**src/design/ofss_pkg.sv**
```systemverilog
`default_nettype none
// ----------------------------------------------------------------------------
// ofss_pkg
// Shared types and constants for the oldest-first source select block.
// ----------------------------------------------------------------------------
package ofss_pkg;

  // field widths fixed by the interface
  localparam int unsigned OPW    = 3;
  localparam int unsigned SLOTW  = 4;
  localparam int unsigned STAMPW = 48;
  localparam int unsigned TICKW  = 20;

  // backoff value after reset
  localparam logic [TICKW-1:0] BACKOFF_RESET = 20'd60000;

  // operation codes
  typedef enum logic [OPW-1:0] {
    OP_ADD    = 3'd0,
    OP_REMOVE = 3'd1,
    OP_SELECT = 3'd2,
    OP_AFTER  = 3'd3,
    OP_TICK   = 3'd4
  } op_t;

  // top level sequencer states
  typedef enum logic [1:0] {
    ST_IDLE,
    ST_SCAN,
    ST_HOLD
  } state_t;

  // status returned by the scan unit
  typedef struct packed {
    logic done;
    logic hit;
  } scan_stat_t;

endpackage : ofss_pkg
`default_nettype wire

```
**src/design/ofss_ram.sv**
```systemverilog
`default_nettype none
// ----------------------------------------------------------------------------
// ofss_ram
// Generic single write port, single read port RAM with registered read data.
// ----------------------------------------------------------------------------
module ofss_ram #(
  parameter int unsigned WIDTH = 48,
  parameter int unsigned DEPTH = 16
) (
  input  wire logic                                  clk,
  input  wire logic                                  we,
  input  wire logic [(DEPTH > 1 ? $clog2(DEPTH) : 1)-1:0] waddr,
  input  wire logic [WIDTH-1:0]                      wdata,
  input  wire logic [(DEPTH > 1 ? $clog2(DEPTH) : 1)-1:0] raddr,
  output logic      [WIDTH-1:0]                      rdata
);

  logic [WIDTH-1:0] mem [DEPTH];

  // write port and registered read port
  always_ff @(posedge clk) begin
    if (we) begin
      mem[waddr] <= wdata;
    end
    rdata <= mem[raddr];
  end

endmodule : ofss_ram
`default_nettype wire

```
**src/design/ofss_scan.sv**
```systemverilog
`default_nettype none
// ----------------------------------------------------------------------------
// ofss_scan
// Walks all slots with one 48-bit comparator, keeping the oldest eligible
// slot seen so far; lowest index wins ties.
// ----------------------------------------------------------------------------
module ofss_scan #(
  parameter int unsigned SLOTS = 16,
  localparam int unsigned IW   = (SLOTS > 1) ? $clog2(SLOTS) : 1
) (
  input  wire logic                          clk,
  input  wire logic                          rst,
  input  wire logic                          start,
  input  wire logic                          elig,
  input  wire logic [ofss_pkg::STAMPW-1:0]   rd_data,
  output logic      [IW-1:0]                 rd_addr,
  output logic      [IW-1:0]                 best_idx,
  output ofss_pkg::scan_stat_t               stat
);

  localparam logic [IW-1:0] LAST = IW'(SLOTS - 1);

  logic                        issuing;
  logic [IW-1:0]               rd_cnt;
  logic                        cmp_valid;
  logic [IW-1:0]               cmp_idx;
  logic                        cmp_elig;
  logic                        hit;
  logic                        done;
  logic [ofss_pkg::STAMPW-1:0] best_stamp;
  logic                        take;

  assign rd_addr = rd_cnt;

  // the shared comparator
  assign take = cmp_valid && cmp_elig && (!hit || (rd_data < best_stamp));

  // read address sequencer
  always_ff @(posedge clk) begin
    if (rst) begin
      issuing   <= 1'b0;
      rd_cnt    <= '0;
      cmp_valid <= 1'b0;
      done      <= 1'b0;
    end else begin
      done      <= cmp_valid && (cmp_idx == LAST);
      cmp_valid <= issuing;
      if (start) begin
        issuing <= 1'b1;
        rd_cnt  <= '0;
      end else if (issuing) begin
        if (rd_cnt == LAST) begin
          issuing <= 1'b0;
        end else begin
          rd_cnt <= rd_cnt + 1'b1;
        end
      end
    end
  end

  // slot flags travel with the read to line up with the ram data
  always_ff @(posedge clk) begin
    cmp_idx  <= rd_cnt;
    cmp_elig <= elig;
  end

  // running best
  always_ff @(posedge clk) begin
    if (rst) begin
      hit <= 1'b0;
    end else if (start) begin
      hit <= 1'b0;
    end else if (take) begin
      hit <= 1'b1;
    end
  end

  always_ff @(posedge clk) begin
    if (take) begin
      best_idx   <= cmp_idx;
      best_stamp <= rd_data;
    end
  end

  assign stat.done = done;
  assign stat.hit  = hit;

endmodule : ofss_scan
`default_nettype wire

```
**src/design/oldest_first_source_select_core.sv**
```systemverilog
`default_nettype none
// ----------------------------------------------------------------------------
// oldest_first_source_select_core
// Keeps a table of source slots and picks the oldest ready one on request.
//
// Input channel (in_valid / in_stall): one operation per transfer: add,
// remove, select, after read or tick. All operations except select give no
// result and leave the block ready for the next operation.
// A select walks every slot through one timestamp comparator, one slot per
// cycle, reading stamps from a RAM; its result (found, chosen_slot) is
// offered on the output channel (out_valid / out_stall) after the walk.
// in_stall is high for the whole walk, so a new select is taken only once
// the previous result sits in the output register. While the receiver
// stalls, other operations are still accepted, and a following select
// finishes its walk and then waits until the register is free.
// Reset (rst, synchronous) clears all slot flags, the tick counter and the
// backoff register (to 60000); timestamps are not cleared, no clearing pass.
// The backoff register is written through cfg_we / cfg_wdata; the user must
// do so only while idle, as the block itself does not enforce it.
// ----------------------------------------------------------------------------
module oldest_first_source_select_core #(
  parameter int unsigned SLOTS = 16
) (
  input  wire logic                          clk,
  input  wire logic                          rst,
  // configuration
  input  wire logic                          cfg_we,
  input  wire logic [ofss_pkg::TICKW-1:0]    cfg_wdata,
  // input channel
  input  wire logic                          in_valid,
  output logic                               in_stall,
  input  wire logic [ofss_pkg::OPW-1:0]      opcode,
  input  wire logic [ofss_pkg::SLOTW-1:0]    slot,
  input  wire logic [ofss_pkg::STAMPW-1:0]   stamp,
  input  wire logic                          got_record,
  // output channel
  output logic                               out_valid,
  input  wire logic                          out_stall,
  output logic                               found,
  output logic      [ofss_pkg::SLOTW-1:0]    chosen_slot
);

  localparam int unsigned IW = (SLOTS > 1) ? $clog2(SLOTS) : 1;

  ofss_pkg::state_t           state, state_next;
  logic [SLOTS-1:0]           present, present_next;
  logic [SLOTS-1:0]           ready, ready_next;
  logic [SLOTS-1:0]           empty, empty_next;
  logic [ofss_pkg::TICKW-1:0] elapsed, elapsed_next;
  logic [ofss_pkg::TICKW-1:0] backoff;

  logic                       in_xfer;
  logic                       out_xfer;
  logic                       slot_ok;
  logic [8:0]                 slot_wide;
  logic [IW-1:0]              slot_idx;
  logic                       ram_we;
  logic                       scan_start;
  logic                       restore;
  logic                       load_out;
  logic [IW-1:0]              rd_addr;
  logic [IW-1:0]              best_idx;
  logic [8:0]                 best_wide;
  logic [ofss_pkg::STAMPW-1:0] rd_data;
  ofss_pkg::scan_stat_t       stat;

  // handshakes
  assign in_stall = (state != ofss_pkg::ST_IDLE);
  assign in_xfer  = in_valid && !in_stall;
  assign out_xfer = out_valid && !out_stall;

  // slot range check and table index
  assign slot_wide = {5'd0, slot};
  assign slot_ok   = (slot_wide < 9'(SLOTS));
  assign slot_idx  = slot_wide[IW-1:0];

  // timestamp writes: add, or after read with a record on a present slot
  always_comb begin
    ram_we = 1'b0;
    if (in_xfer && slot_ok) begin
      if (opcode == ofss_pkg::OP_ADD) begin
        ram_we = 1'b1;
      end else if (opcode == ofss_pkg::OP_AFTER && got_record && present[slot_idx]) begin
        ram_we = 1'b1;
      end
    end
  end

  ofss_ram #(
    .WIDTH (ofss_pkg::STAMPW),
    .DEPTH (SLOTS)
  ) u_stamp_ram (
    .clk   (clk),
    .we    (ram_we),
    .waddr (slot_idx),
    .wdata (stamp),
    .raddr (rd_addr),
    .rdata (rd_data)
  );

  assign scan_start = in_xfer && (opcode == ofss_pkg::OP_SELECT);

  ofss_scan #(
    .SLOTS (SLOTS)
  ) u_scan (
    .clk      (clk),
    .rst      (rst),
    .start    (scan_start),
    .elig     (present[rd_addr] && ready[rd_addr]),
    .rd_data  (rd_data),
    .rd_addr  (rd_addr),
    .best_idx (best_idx),
    .stat     (stat)
  );

  // sequencer
  always_ff @(posedge clk) begin
    if (rst) begin
      state <= ofss_pkg::ST_IDLE;
    end else begin
      state <= state_next;
    end
  end

  always_comb begin
    state_next = state;
    load_out   = 1'b0;
    restore    = 1'b0;
    unique case (state)
      ofss_pkg::ST_IDLE: begin
        if (scan_start) begin
          state_next = ofss_pkg::ST_SCAN;
        end
      end
      ofss_pkg::ST_SCAN: begin
        if (stat.done) begin
          restore = !stat.hit || (elapsed >= backoff);
          if (!out_valid || out_xfer) begin
            load_out   = 1'b1;
            state_next = ofss_pkg::ST_IDLE;
          end else begin
            state_next = ofss_pkg::ST_HOLD;
          end
        end
      end
      ofss_pkg::ST_HOLD: begin
        if (!out_valid || out_xfer) begin
          load_out   = 1'b1;
          state_next = ofss_pkg::ST_IDLE;
        end
      end
      default: begin
        state_next = ofss_pkg::ST_IDLE;
      end
    endcase
  end

  // slot flags and tick counter
  always_comb begin
    present_next = present;
    ready_next   = ready;
    empty_next   = empty;
    elapsed_next = elapsed;
    if (in_xfer) begin
      unique case (opcode)
        ofss_pkg::OP_ADD: begin
          if (slot_ok) begin
            empty_next[slot_idx]   = 1'b0;
            present_next[slot_idx] = 1'b1;
            ready_next[slot_idx]   = 1'b1;
          end
        end
        ofss_pkg::OP_REMOVE: begin
          if (slot_ok) begin
            empty_next[slot_idx]   = 1'b0;
            present_next[slot_idx] = 1'b0;
            ready_next[slot_idx]   = 1'b0;
          end
        end
        ofss_pkg::OP_AFTER: begin
          if (slot_ok && present[slot_idx] && !got_record) begin
            empty_next[slot_idx] = 1'b1;
            ready_next[slot_idx] = 1'b0;
          end
        end
        ofss_pkg::OP_TICK: begin
          if (elapsed != '1) begin
            elapsed_next = elapsed + 1'b1;
          end
        end
        default: begin
        end
      endcase
    end
    // retry emptied sources when a select finds nothing or the backoff is over
    if (restore) begin
      ready_next   = ready | (empty & present);
      empty_next   = '0;
      elapsed_next = '0;
    end
  end

  always_ff @(posedge clk) begin
    if (rst) begin
      present <= '0;
      ready   <= '0;
      empty   <= '0;
      elapsed <= '0;
    end else begin
      present <= present_next;
      ready   <= ready_next;
      empty   <= empty_next;
      elapsed <= elapsed_next;
    end
  end

  // backoff register
  always_ff @(posedge clk) begin
    if (rst) begin
      backoff <= ofss_pkg::BACKOFF_RESET;
    end else if (cfg_we) begin
      backoff <= cfg_wdata;
    end
  end

  // output register
  assign best_wide = 9'(best_idx);

  always_ff @(posedge clk) begin
    if (rst) begin
      out_valid <= 1'b0;
    end else if (load_out) begin
      out_valid <= 1'b1;
    end else if (out_xfer) begin
      out_valid <= 1'b0;
    end
  end

  always_ff @(posedge clk) begin
    if (load_out) begin
      found       <= stat.hit;
      chosen_slot <= stat.hit ? best_wide[ofss_pkg::SLOTW-1:0] : '0;
    end
  end

endmodule : oldest_first_source_select_core
`default_nettype wire

```
**config.mk**
```make
export PLATFORM = sky130hd
export DESIGN_NAME = oldest_first_source_select_core
export DESIGN_NICKNAME = d
export VERILOG_FILES = /design/src/design/ofss_pkg.sv /design/src/design/ofss_ram.sv /design/src/design/ofss_scan.sv /design/src/design/oldest_first_source_select_core.sv
export SDC_FILE = /design/constraint.sdc
export NUM_CORES = 1
export LEC_CHECK = 0
export ABC_AREA = 1
export BUFFER_PORTS_ARGS = -buffer_cell sky130_fd_sc_hd__buf_2
export CAP_MARGIN = 20
export CORE_ASPECT_RATIO = 0.8
export CORE_MARGIN = 2
export CORE_UTILIZATION = 65
export CTS_BUF_LIST = sky130_fd_sc_hd__clkbuf_8 sky130_fd_sc_hd__clkbuf_16
export DETAILED_ROUTE_END_ITERATION = 7
export PLACE_DENSITY = 0.81
export SYNTH_ARGS = -nofsm -noshare
export SYNTH_HDL_FRONTEND = slang
export SYNTH_HIERARCHICAL = 1
export SYNTH_SLANG_ARGS = --single-unit
```
**constraint.sdc**
```tcl
create_clock -name clk -period 6.35 [get_ports clk]
set_input_delay 0.3175 -clock clk [delete_from_list [all_inputs] [get_ports clk]]
set_output_delay 0.3175 -clock clk [all_outputs]
set_load 0.01 [all_outputs]
```
==> metrics.cfg, run 1 <==
[status]
outcome=finished, final reports clean

[synth]
yosysTopAreaCell=edfxtp_1
synth_area_leaders=edfxtp_1 (58%), nand2_1 (11%), nand3_1 (7.2%)
syn_area_sq_mm=0.0427
synth-seq-cells=977
netlist_instances=4286
ys_warn_count=6
synth_top_area_share_pct=58.0
synth_cell_types=44
syn_avg_cell_area_sq_um=9.96
syn_nets=4439
seq_area_frac_synth_pct=65.1

[die]
ios=88
start_util_pct=65.3
die_w_um=291
dieArea_sq_mm=0.0678
die_h_um=233
core_area_sq_mm=0.0654
num_rows=84

[clock_network]
cts_root_buffer=clkbuf_16
cts.clk_slew.worst_paths_ns=0.06
postCtsResizedCells=0
clock_latency_ns=0.66
cts.sinks=977
cts_tree=done
postCtsSetupBuffers=0
cts_buffers=91
cts_buffer_depth=3
htreeDepth=3

[detailed_routing]
wl_per_cell_um=19.3
vias_per_cell=5.65
wirelength_um=102000
drt_iter0_drc=3383
vias=29800
drc=0
drtAntennaViolNets=0
first_pass_iters=7

[global_route]
grt.overflow.total=0
gr-usage-all-layers_pct=30.0
grt_max_degree=215
grt_pass1_wl_um=157000
grt_pass1_vias=28600
grt_antenna_before_repair=3

[worst_hold_path]
hold_class=in -> reg

[worst_setup_path]
crit_type=reg -> reg
critPathCaptureType=flip-flop
worstPathRequired_ns=6.65
crit_path_start_kind=flip-flop
cp_max_fo=25
crit_arrival_ns=4.17

[placed_design]
io_buffers=87
gp_congestion=0.904
dp_hpwl_um=58900

[layout]
layout-drive-gt1-share_pct=6.91
final_nets=4488
diodes=0
areaGrowthSynthToFinish_pct=9.47

[sta]
setup_viol=0
slew_viol_final=0
max_freq_ghz=0.259
setup_tns_ns=0
hold_violations=0
worst_pin_slew_ns=1.12
period_minus_slack_ns=3.86
rsz0062_at_grt=no
max_slew_margin_pct=25.0
finalCritPeriodShare_pct=60.9
hold-worst-slack_ns=0.0403
worst_clock_skew_ns=0.0346

[pwr]
peakVddDrop_mv=0.221
p_leak_nw=20.1
powerDensity_mw_per_mm2=277

[flow_run]
maxCapViolCount=0

[sequential cells by signal, indices dropped and copies added (netlist names), 2 cells and up, named ones only]
signal and count:
u_scan/rd_addr 4, elapsed 20, chosen_slot 4, u_scan/cmp_idx 4
state 2, backoff 20, u_stamp_ram/mem 768, u_scan/best_idx 4
u_stamp_ram/rdata 48, u_scan/best_stamp 48
[timing repair]
action / in CTS / in global routing
hold buffers: 19 / 0
hold endpoints to repair: 19 / 0
setup endpoints to repair: 0 / 0
[critical path: stages, from the launching register on]
cell,delay [ns]
dfxtp_1,0.39
nand2_1,0.09
nand2_1,0.08
nand2_1,0.04
nand2_1,0.07
nand2_1,0.05
nand2_1,0.07
nor2_2,0.06
nor2_1,0.11
a31oi_1,0.06
nor2_1,0.59
nand3_1,0.46
nor2_4,0.90
buf_4,0.51
[cell usage after synthesis, drive strengths merged]
cell type	number
nor4	3
nor3	14
inv	776
nand3	612
o311ai	3
nor2	134
a32o	1
a21oi	113
o221ai	1
nand4	22
dfxtp	152
buf	147
o21ai	76
xnor2	4
clkinv	2
edfxtp	825
ha	72
a31oi	1
a211oi	1
clkbuf	36
xor2	7
nand3b	5
nand2	1266
o21a	1
a21o	8
nor3b	4
[cell usage in the layout (no fill, tap or decap), types with 21 or more instances in the layout]
master / count
dfxtp_1: 148
edfxtp_1: 825
buf_4: 29
buf_2: 87
inv_1: 789
o21ai_0: 73
nand3_1: 610
nand2_1: 1260
clkbuf_16: 96
nand4_1: 21
nor2_1: 112
a21oi_1: 110
ha_1: 72
[cell families (layout without fill, tap and decap cells)]
logic type                 Yosys count  after routing  synth area share, %
and+or+nand+nor                   2060           2060                 20.4
DFF                                977            977                 65.1
buffers and inverters              961           1088                 9.56
AOI/OAI and AO/OA                  205            205                 2.57
adders and majority gates           72             72                 2.11
xor gates and xnor gates            11             11                0.226
[metrics by stage]
step | utilization [%] | area, sq um | setup WS (ns) | power (mW) | std cells
global placement | 66.5 | 43500 | 2.19 | 7.57 | 5081
finish | 71.5 | 46700 | 2.49 | 12.9 | 5273
CTS | 71.5 | 46700 | 2.54 | 13.0 | 5272
detailed placement | 66.5 | 43500 | 2.14 | 7.58 | 5082
floorplan | - | 42700 | 2.40 | 7.40 | 4286
global route | 71.5 | 46700 | 2.34 | 13.3 | 5273
[final timing paths]
path                                        start                      end  slack, ns  depth (start not counted)
worst max-delay path                    flip-flop  u_stamp_ram/mem[13][47]       2.49                         13
worst min-delay path                          rst           u_scan/issuing       0.04                          2
worst max register to register          flip-flop  u_stamp_ram/mem[13][47]       2.49                         13
worst min register to register  u_scan/cmp_idx[1]       u_scan/best_idx[1]       0.44                          0
[per-layer routing]
layer,vias to the layer above,track usage [%],part of all wire (%)
met5,-,0,0.031
met4,6,13.2,4.2
met3,287,5.18,9.1
met2,1589,48.6,47
met1,14000,40.5,39
li1,13900,-,-
[layout make-up]
| type | instances | area (sq um) |
|---|---|---|
| timing repair buffer | 139 | 931 |
| tap | 860 | 1080 |
| sequential | 977 | 27800 |
| clock inverter | 70 | 562 |
| clock buffer | 101 | 2470 |
| multi-input combinational | 2348 | 10900 |
| fill | 4489 | 18600 |
| inverter | 778 | 2940 |
[report_power, final]
group | total [mW] | leakage (nW) | switching, mW | internal (mW)
registers | 7.00 | 8.66 | 0.0199 | 6.98
clock network | 5.48 | 1.56 | 2.36 | 3.13
logic | 0.469 | 9.90 | 0.350 | 0.119
Note: power is estimated with default switching activity, not from simulation.
==> run 2, diff against run 1 <==
--- a/config.mk
+++ b/config.mk
@@ -5,15 +5,15 @@
 export SDC_FILE = /design/constraint.sdc
 export NUM_CORES = 1
 export LEC_CHECK = 0
-export ABC_AREA = 1
+export ABC_AREA = 0
 export BUFFER_PORTS_ARGS = -buffer_cell sky130_fd_sc_hd__buf_2
 export CAP_MARGIN = 20
 export CORE_ASPECT_RATIO = 0.8
 export CORE_MARGIN = 2
-export CORE_UTILIZATION = 65
+export CORE_UTILIZATION = 62
 export CTS_BUF_LIST = sky130_fd_sc_hd__clkbuf_8 sky130_fd_sc_hd__clkbuf_16
 export DETAILED_ROUTE_END_ITERATION = 7
-export PLACE_DENSITY = 0.81
+export PLACE_DENSITY = 0.78
 export SYNTH_ARGS = -nofsm -noshare
 export SYNTH_HDL_FRONTEND = slang
 export SYNTH_HIERARCHICAL = 1
==> constraint.sdc (replaced) <==
create_clock -name clk -period 3.8 [get_ports clk]
set_input_delay 0.19 -clock clk [delete_from_list [all_inputs] [get_ports clk]]
set_output_delay 0.19 -clock clk [all_outputs]
set_load 0.01 [all_outputs]
==> metrics.cfg, run 2 <==
[status]
outcome=finished, final reports clean

[synth]
yosys.cell_count.top_type=edfxtp_1
seq_area_frac_synth_pct=73.2
yosysTopAreaCell=edfxtp_1
syn_nets=2236
synth_cell_types=66
synth-seq-cells=977
netlist_instances=2083
synth_top_area_share_pct=65.2
ys.flop_type=edfxtp_1
synth_area_leaders=edfxtp_1 (65%), mux4_2 (11%), dfxtp_1 (8.0%)
synthArstFlopShare_pct=0
synth_commonest_cells=edfxtp_1 (825), mux4_2 (194), dfxtp_1 (152), nor2_1 (120), nand2_1 (107)
synth-edff-count=825
syn_area_sq_mm=0.0380
ys_warn_count=6
syn_avg_cell_area_sq_um=18.2

[clock_network]
clock_latency_ns=0.64
cts_root_buffer=clkbuf_16
htreeDepth=3
postCtsSetupBuffers=0
cts_buffers=87
cts.sinks=977
cts_buffer_depth=3
cts_tree=done
cts.clk_slew.worst_paths_ns=0.07

[die]
ios=88
start_util_pct=62.4
dieArea_sq_mm=0.0633
die_h_um=225
core_area_sq_mm=0.0609
die_w_um=281
num_rows=81

[sta]
slew_viol_final=0
max_freq_ghz=0.304
setup_tns_ns=0
worst_pin_slew_ns=1.05
rsz0062_at_grt=no
hold_violations=0
period_minus_slack_ns=3.29
finalCritPeriodShare_pct=86.5
setup_viol=0
max_slew_margin_pct=29.6
setup_ws_ns=0.514
worst_clock_skew_ns=0.0211

[worst_hold_path]
hold_class=in -> reg

[detailed_routing]
first_pass_iters=6
wl_per_cell_um=25.5
drtAntennaViolNets=0
drc=0
vias_per_cell=6.28
wirelength_um=81400
drt_iter0_drc=1939
vias=20100

[global_route]
gr-usage-all-layers_pct=26.5
grt_pass1_vias=20900
grt_pass1_wl_um=124000
grt_antenna_before_repair=3
grt.overflow.total=0
grt_max_degree=67

[worst_setup_path]
rrSetupSlack_ns=0.51
crit_path_start_kind=flip-flop
worstPathRequired_ns=4.11
critPathCaptureType=flip-flop
crit_arrival_ns=3.60
cp_max_fo=29
crit_type=reg -> reg

[layout]
layout_commonest_cell=edfxtp_1
top_register=u_stamp_ram/mem
layout-drive-gt1-share_pct=22.2
final_cell_mix=edfxtp_1 (825), mux4_2 (194), dfxtp_1 (150)
final_nets=2440
areaGrowthSynthToFinish_pct=14.7
finish.utilization_pct=71.6
top_regs=u_stamp_ram/mem (768), u_scan/best_stamp (48), u_stamp_ram/rdata (48)
stdcell_count=3192
largest_register_ffs=768

[placed_design]
dp_hpwl_um=45100
io_buffers=87
placed_cells=2958
gp_congestion=0.824
dp_slack_ns=0.208

[pwr]
peakVddDrop_mv=0.425
powerDensity_mw_per_mm2=494
p_leak_nw=14.4
total_power_mw=21.5

[flow_run]
maxCapViolCount=0

-- run 2: repair_timing --
item / 4_1_cts / 5_1_grt
hold endpoints to repair: 795 / 0
hold buffers: 69 / 0
setup endpoints to repair: 0 / 0
resized for setup: 0 / 0
-- run 2: final timing paths --
| check | from | end | depth (start not counted) |
|---|---|---|---|
| max | flip-flop | u_stamp_ram/mem[6][38] | 7 |
| min | rst | elapsed[10] | 4 |
| max reg2reg | flip-flop | u_stamp_ram/mem[6][38] | 7 |
| min reg2reg | u_scan/cmp_idx[0] | u_scan/best_idx[0] | 0 |
-- run 2: worst max-delay path: stages, from the launching register on --
cell and delay, ns:
dfxtp_1 0.38, mux4_2 0.30, mux4_1 0.24, nand4_1 0.10, a21oi_1 0.35, nand3b_1 0.42
nor2_4 0.82, buf_12 0.34
-- run 2: kinds of logic (layout without fill, tap and decap cells) --
kind of cell               after synthesis  count (layout)  share of synthesized area [%]
buffers and inverters                  170             448                           1.96
DFF                                    977             977                           73.2
adders and majority gates               72              72                           2.37
and+or+nand+nor                        361             361                           4.61
xor gates and xnor gates                21              21                          0.484
AOI/OAI and AO/OA                      234             234                           4.30
muxes                                  248             248                           13.1
other                                    0               1                              0
-- run 2: area by class of cell --
| type | instances | area [sq um] |
|---|---|---|
| Tap cell | 830 | 1040 |
| Clock buffer | 103 | 2440 |
| Timing Repair Buffer | 208 | 1800 |
| Inverter | 77 | 289 |
| Antenna cell | 1 | 2.50 |
| Sequential cell | 977 | 27800 |
| Multi-Input combinational cell | 936 | 9610 |
| Clock inverter | 60 | 596 |
| Fill cell | 3590 | 17300 |
-- run 2: metrics by stage --
| step | hold WS [ns] | instance area [sq um] |
|---|---|---|
| final | 0.106 | 43600 |
| after floorplan | 0.289 | 38100 |
| after global placement | 0.407 | 39800 |
| after CTS | 0.0667 | 43600 |
| after detailed placement | 0.407 | 39800 |
| after global routing | 0.133 | 43600 |
-- run 2: report_power, final --
part           total [mW]  switching, mW  leakage (nW)  internal, mW
sequential           11.7         0.0354          8.67          11.6
combinational       0.667          0.388          4.21         0.279
clock                9.19           3.80          1.55          5.40
-- run 2: per-layer routing --
layer  GRT usage, %  share of wire, %  vias up
li1               -                 -     8714
met1           36.4                40    10400
met2           44.3                50      818
met3           4.68               7.1      129
met4           7.47               2.1        2
met5              0             0.016        -
